**src/rtl/core/tms_pkg.sv**
```systemverilog
// Shared constants and types of the trimmed mean stream unit.
package tms_pkg;

    localparam int MAX_DROP_DEF      = 10;
    localparam int SAMPLE_BITS_DEF   = 32;
    localparam int COUNT_BITS_DEF    = 24;
    localparam int FRACTION_BITS_DEF = 20;

    // configuration port
    localparam int CFG_INDEX_BITS = 1;
    localparam int CFG_DATA_BITS  = 4;
    localparam logic [CFG_INDEX_BITS-1:0] CFG_DROP_HIGH = 1'd0;
    localparam logic [CFG_INDEX_BITS-1:0] CFG_DROP_LOW  = 1'd1;

    // per-cycle command to every cell of a list
    typedef struct packed {
        logic ins;
        logic shift;
        logic clr;
    } t_cell_ctl;

endpackage

```
**src/rtl/core/tms_cell.sv**
```systemverilog
// One entry of an ascending sorted list with shift-insertion and drain shift.
module tms_cell #(
    parameter int SAMPLE_BITS = tms_pkg::SAMPLE_BITS_DEF
) (
    input  logic                   i_clk,
    input  logic                   i_rst_n,
    input  tms_pkg::t_cell_ctl     i_ctl,
    input  logic [SAMPLE_BITS-1:0] i_sample,
    input  logic [SAMPLE_BITS-1:0] i_left_val,
    input  logic                   i_left_vld,
    input  logic                   i_left_take,
    input  logic [SAMPLE_BITS-1:0] i_right_val,
    input  logic                   i_right_vld,
    output logic [SAMPLE_BITS-1:0] o_val,
    output logic                   o_vld,
    output logic                   o_take
);

    logic [SAMPLE_BITS-1:0] r_val, n_val;
    logic                   r_vld, n_vld;

    // new sample lands here or further left
    assign o_take = !r_vld || (i_sample <= r_val);

    always_comb begin
        n_val = r_val;
        n_vld = r_vld;
        if (i_ctl.clr) begin
            n_vld = 1'b0;
        end else if (i_ctl.ins) begin
            if (o_take) begin
                if (i_left_take) begin
                    n_val = i_left_val;
                    n_vld = i_left_vld;
                end else begin
                    n_val = i_sample;
                    n_vld = 1'b1;
                end
            end
        end else if (i_ctl.shift) begin
            n_val = i_right_val;
            n_vld = i_right_vld;
        end
    end

    always_ff @(posedge i_clk) begin
        if (!i_rst_n) begin
            r_vld <= 1'b0;
        end else begin
            r_vld <= n_vld;
        end
        r_val <= n_val;
    end

    assign o_val = r_val;
    assign o_vld = r_vld;

endmodule

```
**src/rtl/core/tms_chain.sv**
```systemverilog
// Row of list cells: inserts flow rightward, drain shifts toward the head.
module tms_chain #(
    parameter int MAX_DROP    = tms_pkg::MAX_DROP_DEF,
    parameter int SAMPLE_BITS = tms_pkg::SAMPLE_BITS_DEF
) (
    input  logic                   i_clk,
    input  logic                   i_rst_n,
    input  tms_pkg::t_cell_ctl     i_ctl,
    input  logic [SAMPLE_BITS-1:0] i_sample,
    output logic [SAMPLE_BITS-1:0] o_head
);

    logic [SAMPLE_BITS-1:0] w_val  [MAX_DROP];
    logic                   w_vld  [MAX_DROP];
    logic                   w_take [MAX_DROP];

    for (genvar g = 0; g < MAX_DROP; g++) begin : g_cell
        logic [SAMPLE_BITS-1:0] w_lval, w_rval;
        logic                   w_lvld, w_ltake, w_rvld;

        if (g == 0) begin : g_first
            assign w_lval  = i_sample;
            assign w_lvld  = 1'b0;
            assign w_ltake = 1'b0;
        end else begin : g_mid
            assign w_lval  = w_val[g-1];
            assign w_lvld  = w_vld[g-1];
            assign w_ltake = w_take[g-1];
        end

        if (g == MAX_DROP - 1) begin : g_last
            assign w_rval = i_sample;
            assign w_rvld = 1'b0;
        end else begin : g_body
            assign w_rval = w_val[g+1];
            assign w_rvld = w_vld[g+1];
        end

        tms_cell #(
            .SAMPLE_BITS(SAMPLE_BITS)
        ) u_cell (
            .i_clk      (i_clk),
            .i_rst_n    (i_rst_n),
            .i_ctl      (i_ctl),
            .i_sample   (i_sample),
            .i_left_val (w_lval),
            .i_left_vld (w_lvld),
            .i_left_take(w_ltake),
            .i_right_val(w_rval),
            .i_right_vld(w_rvld),
            .o_val      (w_val[g]),
            .o_vld      (w_vld[g]),
            .o_take     (w_take[g])
        );
    end

    assign o_head = w_val[0];

endmodule

```
**src/rtl/core/tms_div.sv**
```systemverilog
// Restoring divider, one quotient bit per cycle, for the fixed point mean.
module tms_div #(
    parameter int SAMPLE_BITS   = tms_pkg::SAMPLE_BITS_DEF,
    parameter int COUNT_BITS    = tms_pkg::COUNT_BITS_DEF,
    parameter int FRACTION_BITS = tms_pkg::FRACTION_BITS_DEF
) (
    input  logic                                 i_clk,
    input  logic                                 i_rst_n,
    input  logic                                 i_start,
    input  logic [SAMPLE_BITS+COUNT_BITS-1:0]    i_dividend,
    input  logic [COUNT_BITS-1:0]                i_divisor,
    output logic                                 o_done,
    output logic [SAMPLE_BITS+FRACTION_BITS-1:0] o_quot
);

    localparam int QW = SAMPLE_BITS + FRACTION_BITS;
    localparam int CW = $clog2(QW + 1);

    logic [COUNT_BITS-1:0] r_rem, r_div;
    logic [QW-1:0]         r_nq;
    logic [CW-1:0]         r_cnt;
    logic                  r_busy, r_done;
    logic [COUNT_BITS:0]   w_trial;
    logic                  w_fit;

    // quotient is known to fit QW bits, so the top dividend bits seed the remainder
    assign w_trial = {r_rem, r_nq[QW-1]};
    assign w_fit   = w_trial >= {1'b0, r_div};

    always_ff @(posedge i_clk) begin
        if (!i_rst_n) begin
            r_busy <= 1'b0;
            r_done <= 1'b0;
            r_cnt  <= '0;
        end else begin
            r_done <= 1'b0;
            if (i_start) begin
                r_busy <= 1'b1;
                r_cnt  <= CW'(QW);
            end else if (r_busy) begin
                r_cnt <= r_cnt - CW'(1);
                if (r_cnt == CW'(1)) begin
                    r_busy <= 1'b0;
                    r_done <= 1'b1;
                end
            end
        end
        if (i_start) begin
            r_rem <= i_dividend[SAMPLE_BITS+COUNT_BITS-1:SAMPLE_BITS];
            r_div <= i_divisor;
            r_nq  <= QW'(i_dividend[SAMPLE_BITS-1:0]) << FRACTION_BITS;
        end else if (r_busy) begin
            r_rem <= w_fit ? COUNT_BITS'(w_trial - {1'b0, r_div})
                           : COUNT_BITS'(w_trial);
            r_nq  <= {r_nq[QW-2:0], w_fit};
        end
    end

    assign o_done = r_done;
    assign o_quot = r_nq;

endmodule

```
**src/rtl/core/trimmed_mean_stream_unit.sv**
```systemverilog
// Top level of the trimmed mean stream unit: counters, list control, divider, result register.
//
//  channel   direction  flow control        payload
//  sample    in         i_valid / o_stall   i_sample, i_last
//  result    out        o_valid / i_stall   o_trimmed_sum, o_kept_count, o_mean_whole,
//                                           o_mean_fraction, o_error
//  config    in         i_cfg_valid / o_cfg_ready   i_cfg_index, i_cfg_data
//
// Samples are taken one per cycle while o_stall is low. After a last-marked word the
// unit drains the two lists, runs the divider (skipped on error) and then posts the
// result; o_stall is high over that span. The result register frees the input side,
// so a held result only delays the next stream's final result.
// Reset clears the lists, counters and drop registers.
module trimmed_mean_stream_unit #(
    parameter int MAX_DROP      = tms_pkg::MAX_DROP_DEF,
    parameter int SAMPLE_BITS   = tms_pkg::SAMPLE_BITS_DEF,
    parameter int COUNT_BITS    = tms_pkg::COUNT_BITS_DEF,
    parameter int FRACTION_BITS = tms_pkg::FRACTION_BITS_DEF
) (
    input  logic                                      i_clk,
    input  logic                                      i_rst_n,
    input  logic                                      i_valid,
    output logic                                      o_stall,
    input  logic [SAMPLE_BITS-1:0]                    i_sample,
    input  logic                                      i_last,
    output logic                                      o_valid,
    input  logic                                      i_stall,
    output logic [SAMPLE_BITS+COUNT_BITS-1:0]         o_trimmed_sum,
    output logic [COUNT_BITS-1:0]                     o_kept_count,
    output logic [SAMPLE_BITS-1:0]                    o_mean_whole,
    output logic [((FRACTION_BITS > 0) ? FRACTION_BITS : 1)-1:0] o_mean_fraction,
    output logic                                      o_error,
    input  logic                                      i_cfg_valid,
    output logic                                      o_cfg_ready,
    input  logic [tms_pkg::CFG_INDEX_BITS-1:0]        i_cfg_index,
    input  logic [tms_pkg::CFG_DATA_BITS-1:0]         i_cfg_data
);

    localparam int SUM_BITS = SAMPLE_BITS + COUNT_BITS;
    localparam int QW       = SAMPLE_BITS + FRACTION_BITS;
    localparam int FW       = (FRACTION_BITS > 0) ? FRACTION_BITS : 1;
    localparam int DW       = $clog2(MAX_DROP + 1);
    localparam int CMPW     = DW + tms_pkg::CFG_DATA_BITS;
    localparam int KW       = COUNT_BITS + DW + 1;

    localparam logic [1:0] ST_RUN   = 2'd0;
    localparam logic [1:0] ST_DRAIN = 2'd1;
    localparam logic [1:0] ST_DIV   = 2'd2;
    localparam logic [1:0] ST_HOLD  = 2'd3;

    logic [1:0]                        r_state;
    logic [tms_pkg::CFG_DATA_BITS-1:0] r_drop_high, r_drop_low;
    logic [SUM_BITS-1:0]               r_sum, r_drop;
    logic [COUNT_BITS-1:0]             r_count;
    logic                              r_sat;
    logic [DW-1:0]                     r_dcnt;

    logic [SUM_BITS-1:0]    r_res_sum;
    logic [COUNT_BITS-1:0]  r_res_kept;
    logic [SAMPLE_BITS-1:0] r_res_whole;
    logic [FW-1:0]          r_res_frac;
    logic                   r_res_err;

    logic                   r_out_valid;
    logic [SUM_BITS-1:0]    r_out_sum;
    logic [COUNT_BITS-1:0]  r_out_kept;
    logic [SAMPLE_BITS-1:0] r_out_whole;
    logic [FW-1:0]          r_out_frac;
    logic                   r_out_err;

    logic                   w_acc, w_upd, w_out_free;
    logic [DW-1:0]          w_dl, w_dh;
    logic                   w_err, w_drain_done;
    logic [SUM_BITS-1:0]    w_tsum;
    logic [COUNT_BITS-1:0]  w_kept;
    logic [SAMPLE_BITS-1:0] w_small_head, w_large_head, w_large_inv;
    logic                   w_div_start, w_div_done;
    logic [QW-1:0]          w_quot;
    logic [FW-1:0]          w_frac;
    tms_pkg::t_cell_ctl     w_ctl;

    assign o_stall     = (r_state != ST_RUN);
    assign w_acc       = i_valid && !o_stall;
    assign w_upd       = w_acc && !r_sat && !(&r_count);
    assign o_cfg_ready = 1'b1;
    assign w_out_free  = !r_out_valid || !i_stall;

    // drop counts above the list depth act as the depth
    assign w_dl = (CMPW'(r_drop_low) > CMPW'(MAX_DROP)) ? DW'(MAX_DROP) : DW'(r_drop_low);
    assign w_dh = (CMPW'(r_drop_high) > CMPW'(MAX_DROP)) ? DW'(MAX_DROP) : DW'(r_drop_high);

    assign w_err        = r_sat || (KW'(r_count) <= (KW'(w_dl) + KW'(w_dh)));
    assign w_drain_done = (r_dcnt >= w_dl) && (r_dcnt >= w_dh);
    assign w_tsum       = r_sum - r_drop;
    assign w_kept       = r_count - COUNT_BITS'(w_dl) - COUNT_BITS'(w_dh);
    assign w_div_start  = (r_state == ST_DRAIN) && w_drain_done && !w_err;
    assign w_large_head = ~w_large_inv;

    always_comb begin
        w_ctl.ins   = w_upd;
        w_ctl.shift = (r_state == ST_DRAIN) && !w_drain_done;
        w_ctl.clr   = (r_state == ST_DRAIN) && w_drain_done;
    end

    tms_chain #(
        .MAX_DROP   (MAX_DROP),
        .SAMPLE_BITS(SAMPLE_BITS)
    ) u_small (
        .i_clk   (i_clk),
        .i_rst_n (i_rst_n),
        .i_ctl   (w_ctl),
        .i_sample(i_sample),
        .o_head  (w_small_head)
    );

    // largest list keeps inverted samples, so ascending order there is descending here
    tms_chain #(
        .MAX_DROP   (MAX_DROP),
        .SAMPLE_BITS(SAMPLE_BITS)
    ) u_large (
        .i_clk   (i_clk),
        .i_rst_n (i_rst_n),
        .i_ctl   (w_ctl),
        .i_sample(~i_sample),
        .o_head  (w_large_inv)
    );

    tms_div #(
        .SAMPLE_BITS  (SAMPLE_BITS),
        .COUNT_BITS   (COUNT_BITS),
        .FRACTION_BITS(FRACTION_BITS)
    ) u_div (
        .i_clk     (i_clk),
        .i_rst_n   (i_rst_n),
        .i_start   (w_div_start),
        .i_dividend(w_tsum),
        .i_divisor (w_kept),
        .o_done    (w_div_done),
        .o_quot    (w_quot)
    );

    if (FRACTION_BITS > 0) begin : g_frac
        assign w_frac = w_quot[FW-1:0];
    end else begin : g_nofrac
        assign w_frac = '0;
    end

    always_ff @(posedge i_clk) begin
        if (!i_rst_n) begin
            r_state     <= ST_RUN;
            r_drop_high <= '0;
            r_drop_low  <= '0;
            r_sum       <= '0;
            r_count     <= '0;
            r_sat       <= 1'b0;
            r_out_valid <= 1'b0;
        end else begin
            if (i_cfg_valid && o_cfg_ready) begin
                case (i_cfg_index)
                    tms_pkg::CFG_DROP_HIGH: r_drop_high <= i_cfg_data;
                    tms_pkg::CFG_DROP_LOW:  r_drop_low  <= i_cfg_data;
                    default: ;
                endcase
            end

            if (r_state == ST_HOLD && w_out_free) begin
                r_out_valid <= 1'b1;
            end else if (!i_stall) begin
                r_out_valid <= 1'b0;
            end

            case (r_state)
                ST_RUN: begin
                    if (w_acc && !r_sat && (&r_count)) begin
                        r_sat <= 1'b1;
                    end
                    if (w_upd) begin
                        r_sum   <= r_sum + SUM_BITS'(i_sample);
                        r_count <= r_count + COUNT_BITS'(1);
                    end
                    if (w_acc && i_last) begin
                        r_state <= ST_DRAIN;
                    end
                end
                ST_DRAIN: begin
                    if (w_drain_done) begin
                        r_sum   <= '0;
                        r_count <= '0;
                        r_sat   <= 1'b0;
                        r_state <= w_err ? ST_HOLD : ST_DIV;
                    end
                end
                ST_DIV: begin
                    if (w_div_done) begin
                        r_state <= ST_HOLD;
                    end
                end
                ST_HOLD: begin
                    if (w_out_free) begin
                        r_state <= ST_RUN;
                    end
                end
                default: r_state <= ST_RUN;
            endcase
        end

        // payload registers
        if (w_acc && i_last) begin
            r_dcnt <= '0;
            r_drop <= '0;
        end else if (r_state == ST_DRAIN && !w_drain_done) begin
            r_dcnt <= r_dcnt + DW'(1);
            r_drop <= r_drop
                    + ((r_dcnt < w_dl) ? SUM_BITS'(w_small_head) : SUM_BITS'(0))
                    + ((r_dcnt < w_dh) ? SUM_BITS'(w_large_head) : SUM_BITS'(0));
        end

        if (r_state == ST_DRAIN && w_drain_done) begin
            r_res_err   <= w_err;
            r_res_sum   <= w_err ? '0 : w_tsum;
            r_res_kept  <= w_err ? '0 : w_kept;
            r_res_whole <= '0;
            r_res_frac  <= '0;
        end else if (r_state == ST_DIV && w_div_done) begin
            r_res_whole <= w_quot[QW-1:FRACTION_BITS];
            r_res_frac  <= w_frac;
        end

        if (r_state == ST_HOLD && w_out_free) begin
            r_out_sum   <= r_res_sum;
            r_out_kept  <= r_res_kept;
            r_out_whole <= r_res_whole;
            r_out_frac  <= r_res_frac;
            r_out_err   <= r_res_err;
        end
    end

    assign o_valid         = r_out_valid;
    assign o_trimmed_sum   = r_out_sum;
    assign o_kept_count    = r_out_kept;
    assign o_mean_whole    = r_out_whole;
    assign o_mean_fraction = r_out_frac;
    assign o_error         = r_out_err;

endmodule
```
**config.mk**
```make
export PLATFORM = sky130hd
export DESIGN_NAME = trimmed_mean_stream_unit
export DESIGN_NICKNAME = d
export VERILOG_FILES = /design/src/rtl/core/tms_pkg.sv /design/src/rtl/core/tms_cell.sv /design/src/rtl/core/tms_chain.sv /design/src/rtl/core/tms_div.sv /design/src/rtl/core/trimmed_mean_stream_unit.sv
export SDC_FILE = /design/constraint.sdc
export NUM_CORES = 2
export LEC_CHECK = 0
export ABC_CLOCK_PERIOD_IN_PS = 28700
export BUFFER_PORTS_ARGS = -buffer_cell sky130_fd_sc_hd__buf_2
export CORE_MARGIN = 5
export CORE_UTILIZATION = 45
export DETAILED_ROUTE_END_ITERATION = 8
export HOLD_SLACK_MARGIN = 0.03
export PLACE_DENSITY = 0.71
export SETUP_SLACK_MARGIN = 0.15
export SYNTH_ARGS = -nofsm -noshare
export SYNTH_HDL_FRONTEND = slang
export SYNTH_SLANG_ARGS = --single-unit
```
**constraint.sdc**
```tcl
create_clock -name i_clk -period 28.7 [get_ports i_clk]
set_clock_uncertainty 0.05 [all_clocks]
set_input_delay 7.175 -clock i_clk [delete_from_list [all_inputs] [get_ports i_clk]]
set_output_delay 7.175 -clock i_clk [all_outputs]
set_load 0.1 [all_outputs]
```
==> results.md <==
Hold path:
- The number of cells on the worst hold path is 0.
- The path class of the tightest hold or removal check is flop to flop.

Drt:
- Dividing the detail-routed wire length by the instance count gives about 25 µm.
- The detailed-route DRC error count is 0.
- The via density per instance is 6.21.
- After detailed routing, the total wire length is 249 mm.
- The final route contains 62600 vias.
- The violation count after the first detailed-route iteration is ~6400.
- The detailed-routing iteration count for the pre-antenna-repair pass is 6.
- The number of nets still failing antenna checks after routing is 0.

STA:
- The number of failing hold endpoints at the final stage is 0.
- Timing would allow up to 86.3 MHz.
- The headroom to the max-slew limit is between 10 and 15%.
- The worst setup margin is approximately 17 ns.
- Summed over all failing endpoints, the final setup total negative slack is 0 ns.
- The measured slew at the worst slew-check pin is between 1 and 1.5 ns.
- Setup repair after global routing left no endpoint under its margin.
- The number of setup violations in the final report is 0.
- The clock period minus worst slack is around 12 ns.
- The count of pins over their slew limit came to 0.
- The portion of the clock cycle consumed by the worst path in the final layout is 40.4%.

Logic synthesis:
- In the synthesized netlist, the number of instances is 7726.
- Among all cell types in the netlist, the one instantiated most often is sky130_fd_sc_hd__edfxtp_1.
- After synthesis the cells add up to around 76000 µm².
- The post-synthesis share of cell area spent on full adders, half adders and majority gates is around 14%.
- The share of the synthesized area in the top cell type is a little under two fifths.
- The distinct cell type count after synthesis is 102.
- The average footprint of a synthesized cell is 9.90 µm².
- Yosys printed 0 warnings.
- After synthesis, the cell types taking the most area are sky130_fd_sc_hd__edfxtp_1 37%, sky130_fd_sc_hd__ha_1 13%, sky130_fd_sc_hd__dfxtp_1 6.6%.
- The count of flip-flops with a built-in enable after synthesis is between 900 and 1000.
- The share of flip-flops with an asynchronous set or reset is 0%.
- The predominant post-synthesis flop cell is sky130_fd_sc_hd__edfxtp_1.
- After Yosys synthesis, XOR and XNOR cells account for about 2.1% of the synthesized area.
- The area fraction in and, or, nand and nor cells after synthesis is a little over an eighth.
- By count the netlist is led by 934 x sky130_fd_sc_hd__edfxtp_1, 819 x sky130_fd_sc_hd__ha_1, 811 x sky130_fd_sc_hd__inv_1.
- The biggest area contributor in the post-synthesis netlist is sky130_fd_sc_hd__edfxtp_1.
- The proportion of synthesized chip area in sequential cells is between 40% and 50%.
- The dominant combinational cell family by area after synthesis is compound AO/OA/AOI/OAI gates.
- The portion of synthesized area spent on multiplexers is under 10%.
- The synthesized netlist devotes 18.4% of its cell area to compound gates.
- The number of nets handed over by synthesis was approximately 8600.
- Synthesis inferred between 1000 and 1500 register bits.

Global route:
- The total overflow left after global routing is 0.
- Global routing used between 20% and 30% of the available tracks across all layers.
- The first global-routing pass estimated ~370 mm of wire.
- The maximum number of pins on one net before global-route repair is around 250.
- The initial antenna violation count is 19.
- The number of global-route vias before repair came to ~61000.

Layout:
- The number of nets at the end of the flow is 8643.
- The share of final-layout standard cells stronger than drive strength 1 is roughly 7.6%.
- The area added between synthesis and finish is 9.97%.

Placed design:
- The final weighted congestion in routability-driven placement is around 0.94.
- The pre-CTS setup slack is around 17 ns.
- The HPWL after detailed placement is 183 mm.
- The number of port buffers is between 150 and 200.

Worst setup path:
- STA classifies the critical path startpoint as a primary input.
- The depth of the worst register-to-register path is 21.
- The type of the worst setup path is primary input to flop.
- The type of element capturing the critical path is a flop.
- The signal arrival time at the worst endpoint is between 10 and 15 ns.
- The required time of the critical path is approximately 30 ns.
- The highest net fanout along the worst path is 42.

Floorplanning:
- The count of boundary I/O pins is roughly 180.
- The total area inside the core boundary comes to 169000 µm².
- The floorplan step defined a die boundary enclosing 178000 µm².
- The die is between 400 and 500 µm tall.
- The number of cell rows is ~150.
- In this run the horizontal extent of the chip is between 400 and 500 µm.
- The initial utilization of the core area, before any placement, comes to between 40% and 50%.

Clock network:
- CTS saw approximately 1200 sinks.
- The clock edge transition at the registers on the reported setup and hold paths is roughly 0.060 ns.
- The number of hold buffers added after cts is 0.
- The H-tree depth reported by CTS is 4.
- No sink is reached through more buffers than the 3 on the longest clock path.
- The number of post-CTS setup repair buffers is 0.
- The CTS tree is done.
- The later-pin clock latency in the skew report is slightly above 0.8 ns.
- In this run, CTS created clock tree buffers numbering 137.
- After clock tree synthesis, the repair step resized 0 gates.
- The cell sitting at the root of the clock tree is a sky130_fd_sc_hd__clkbuf_16.

Power and ir drop:
- In this run the static leakage power is between 30 and 40 nW.
- IR analysis of the VDD net gives a maximum drop of approximately 90 µV.
- The overall power is 10.7 mW.
- Dividing total power by cell area gives a power density of 127 nW/µm².

Run status:
- The flow ran to the end, and the final reports show no timing, DRC or antenna violations.

Run:
- Across the run, the number of max-cap violations was 0.
metrics by stage:
step | instances | cell area [µm²] | util, % | hold slack, ns
final | 10100 | 84100 | 49.7 | 0.360
after floorplan | 7726 | 76500 | - | 0.350
after detailed placement | 9820 | 79600 | 47.1 | 0.355
after CTS | 10100 | 84100 | 49.7 | 0.358
after global routing | 10100 | 84100 | 49.7 | 0.365
after global placement | 9820 | 79600 | 47.1 | 0.351
registers in the layout, summed over array words and instances, names as in the netlist, 32 cells and up:
register	cells
u_small.g_cell.u_cell.o_val	320
r_res_sum	56
o_mean_whole	32
o_trimmed_sum	56
r_res_whole	32
r_drop	56
r_sum	56
u_div.o_quot	52
u_large.g_cell.u_cell.o_val	320
report_power, final:
part | internal, mW | switching (mW) | leakage (nW)
Sequential | 2.97 | 0.549 | 10.9
Clock | 0.991 | 0.766 | 2.14
Combinational | 1.84 | 3.54 | 22.6
Total | 5.80 | 4.85 | 35.6
per-layer routing:
metal | global-route usage [%] | vias to the layer above | wire (µm)
met2 | 43.4 | 2826 | 113000
met5 | 0 | - | 74
met1 | 34.7 | 30300 | 101000
met3 | 4.67 | 691 | 21000
met4 | 13.3 | 12 | 14000
li1 | - | 28800 | -
critical path: stages:
cell and delay [ns]:
sky130_fd_sc_hd__buf_2 0.44, sky130_fd_sc_hd__clkinv_1 0.71, sky130_fd_sc_hd__ha_1 0.57, sky130_fd_sc_hd__nand4_1 0.12
sky130_fd_sc_hd__nor4_1 0.72, sky130_fd_sc_hd__o21ai_0 0.42, sky130_fd_sc_hd__a221oi_4 0.91, sky130_fd_sc_hd__buf_4 0.56
sky130_fd_sc_hd__nor3_1 0.10, sky130_fd_sc_hd__a221o_1 0.30
cells by family after synthesis:
family | Yosys count
AOI/OAI and AO/OA | 2029
xor gates and xnor gates | 183
adders and majority gates | 859
buffers and inverters | 1213
DFF | 1186
muxes | 182
other | 1
and+or+nand+nor | 2073
final cells by class:
| class | instances | area [µm²] |
|---|---|---|
| Fill cell | 15300 | 85000 |
| Multi-Input combinational cell | 5327 | 39100 |
| Sequential cell | 1186 | 33100 |
| Clock buffer | 187 | 3790 |
| Inverter | 813 | 3060 |
| Tap cell | 2218 | 2780 |
| Timing Repair Buffer | 276 | 1650 |
| Clock inverter | 66 | 628 |
| Antenna cell | 9 | 22.5 |
placed cells by master (no fill, tap or decap), types with 86 or more instances in the layout:
cell type	netlist	layout
sky130_fd_sc_hd__dfxtp_1	252	251
sky130_fd_sc_hd__o21ai_0	405	405
sky130_fd_sc_hd__o221ai_1	163	163
sky130_fd_sc_hd__edfxtp_1	934	934
sky130_fd_sc_hd__a21oi_1	457	447
sky130_fd_sc_hd__nand3_1	268	263
sky130_fd_sc_hd__a21o_1	347	347
sky130_fd_sc_hd__clkbuf_16	0	141
sky130_fd_sc_hd__buf_4	1	97
sky130_fd_sc_hd__nor2_1	350	334
sky130_fd_sc_hd__nor2b_1	86	86
sky130_fd_sc_hd__xor2_1	90	90
sky130_fd_sc_hd__nand2_1	586	586
sky130_fd_sc_hd__inv_1	811	810
sky130_fd_sc_hd__ha_1	819	819
sky130_fd_sc_hd__nand4_1	212	212
sky130_fd_sc_hd__xnor2_1	93	93
sky130_fd_sc_hd__mux2i_1	180	180
sky130_fd_sc_hd__buf_2	66	177
sky130_fd_sc_hd__a221o_1	237	237
sky130_fd_sc_hd__nor3_1	292	292
final timing paths:
check	slack, ns	endpoint	startpoint
worst min register to register	0.36	o_trimmed_sum[7]$_DFFE_PP_	r_res_sum[7]$_SDFFCE_PP0P_
worst max-delay path	17.12	u_large.g_cell[4].u_cell.o_val[27]$_DFFE_PP_	i_sample[23]
worst min-delay path	0.36	o_trimmed_sum[7]$_DFFE_PP_	r_res_sum[7]$_SDFFCE_PP0P_
worst max register to register	22.74	r_drop[35]$_SDFFE_PP0P_	r_drop_low[3]$_SDFFE_PN0P_
Note: power is estimated with default switching activity, not from simulation.
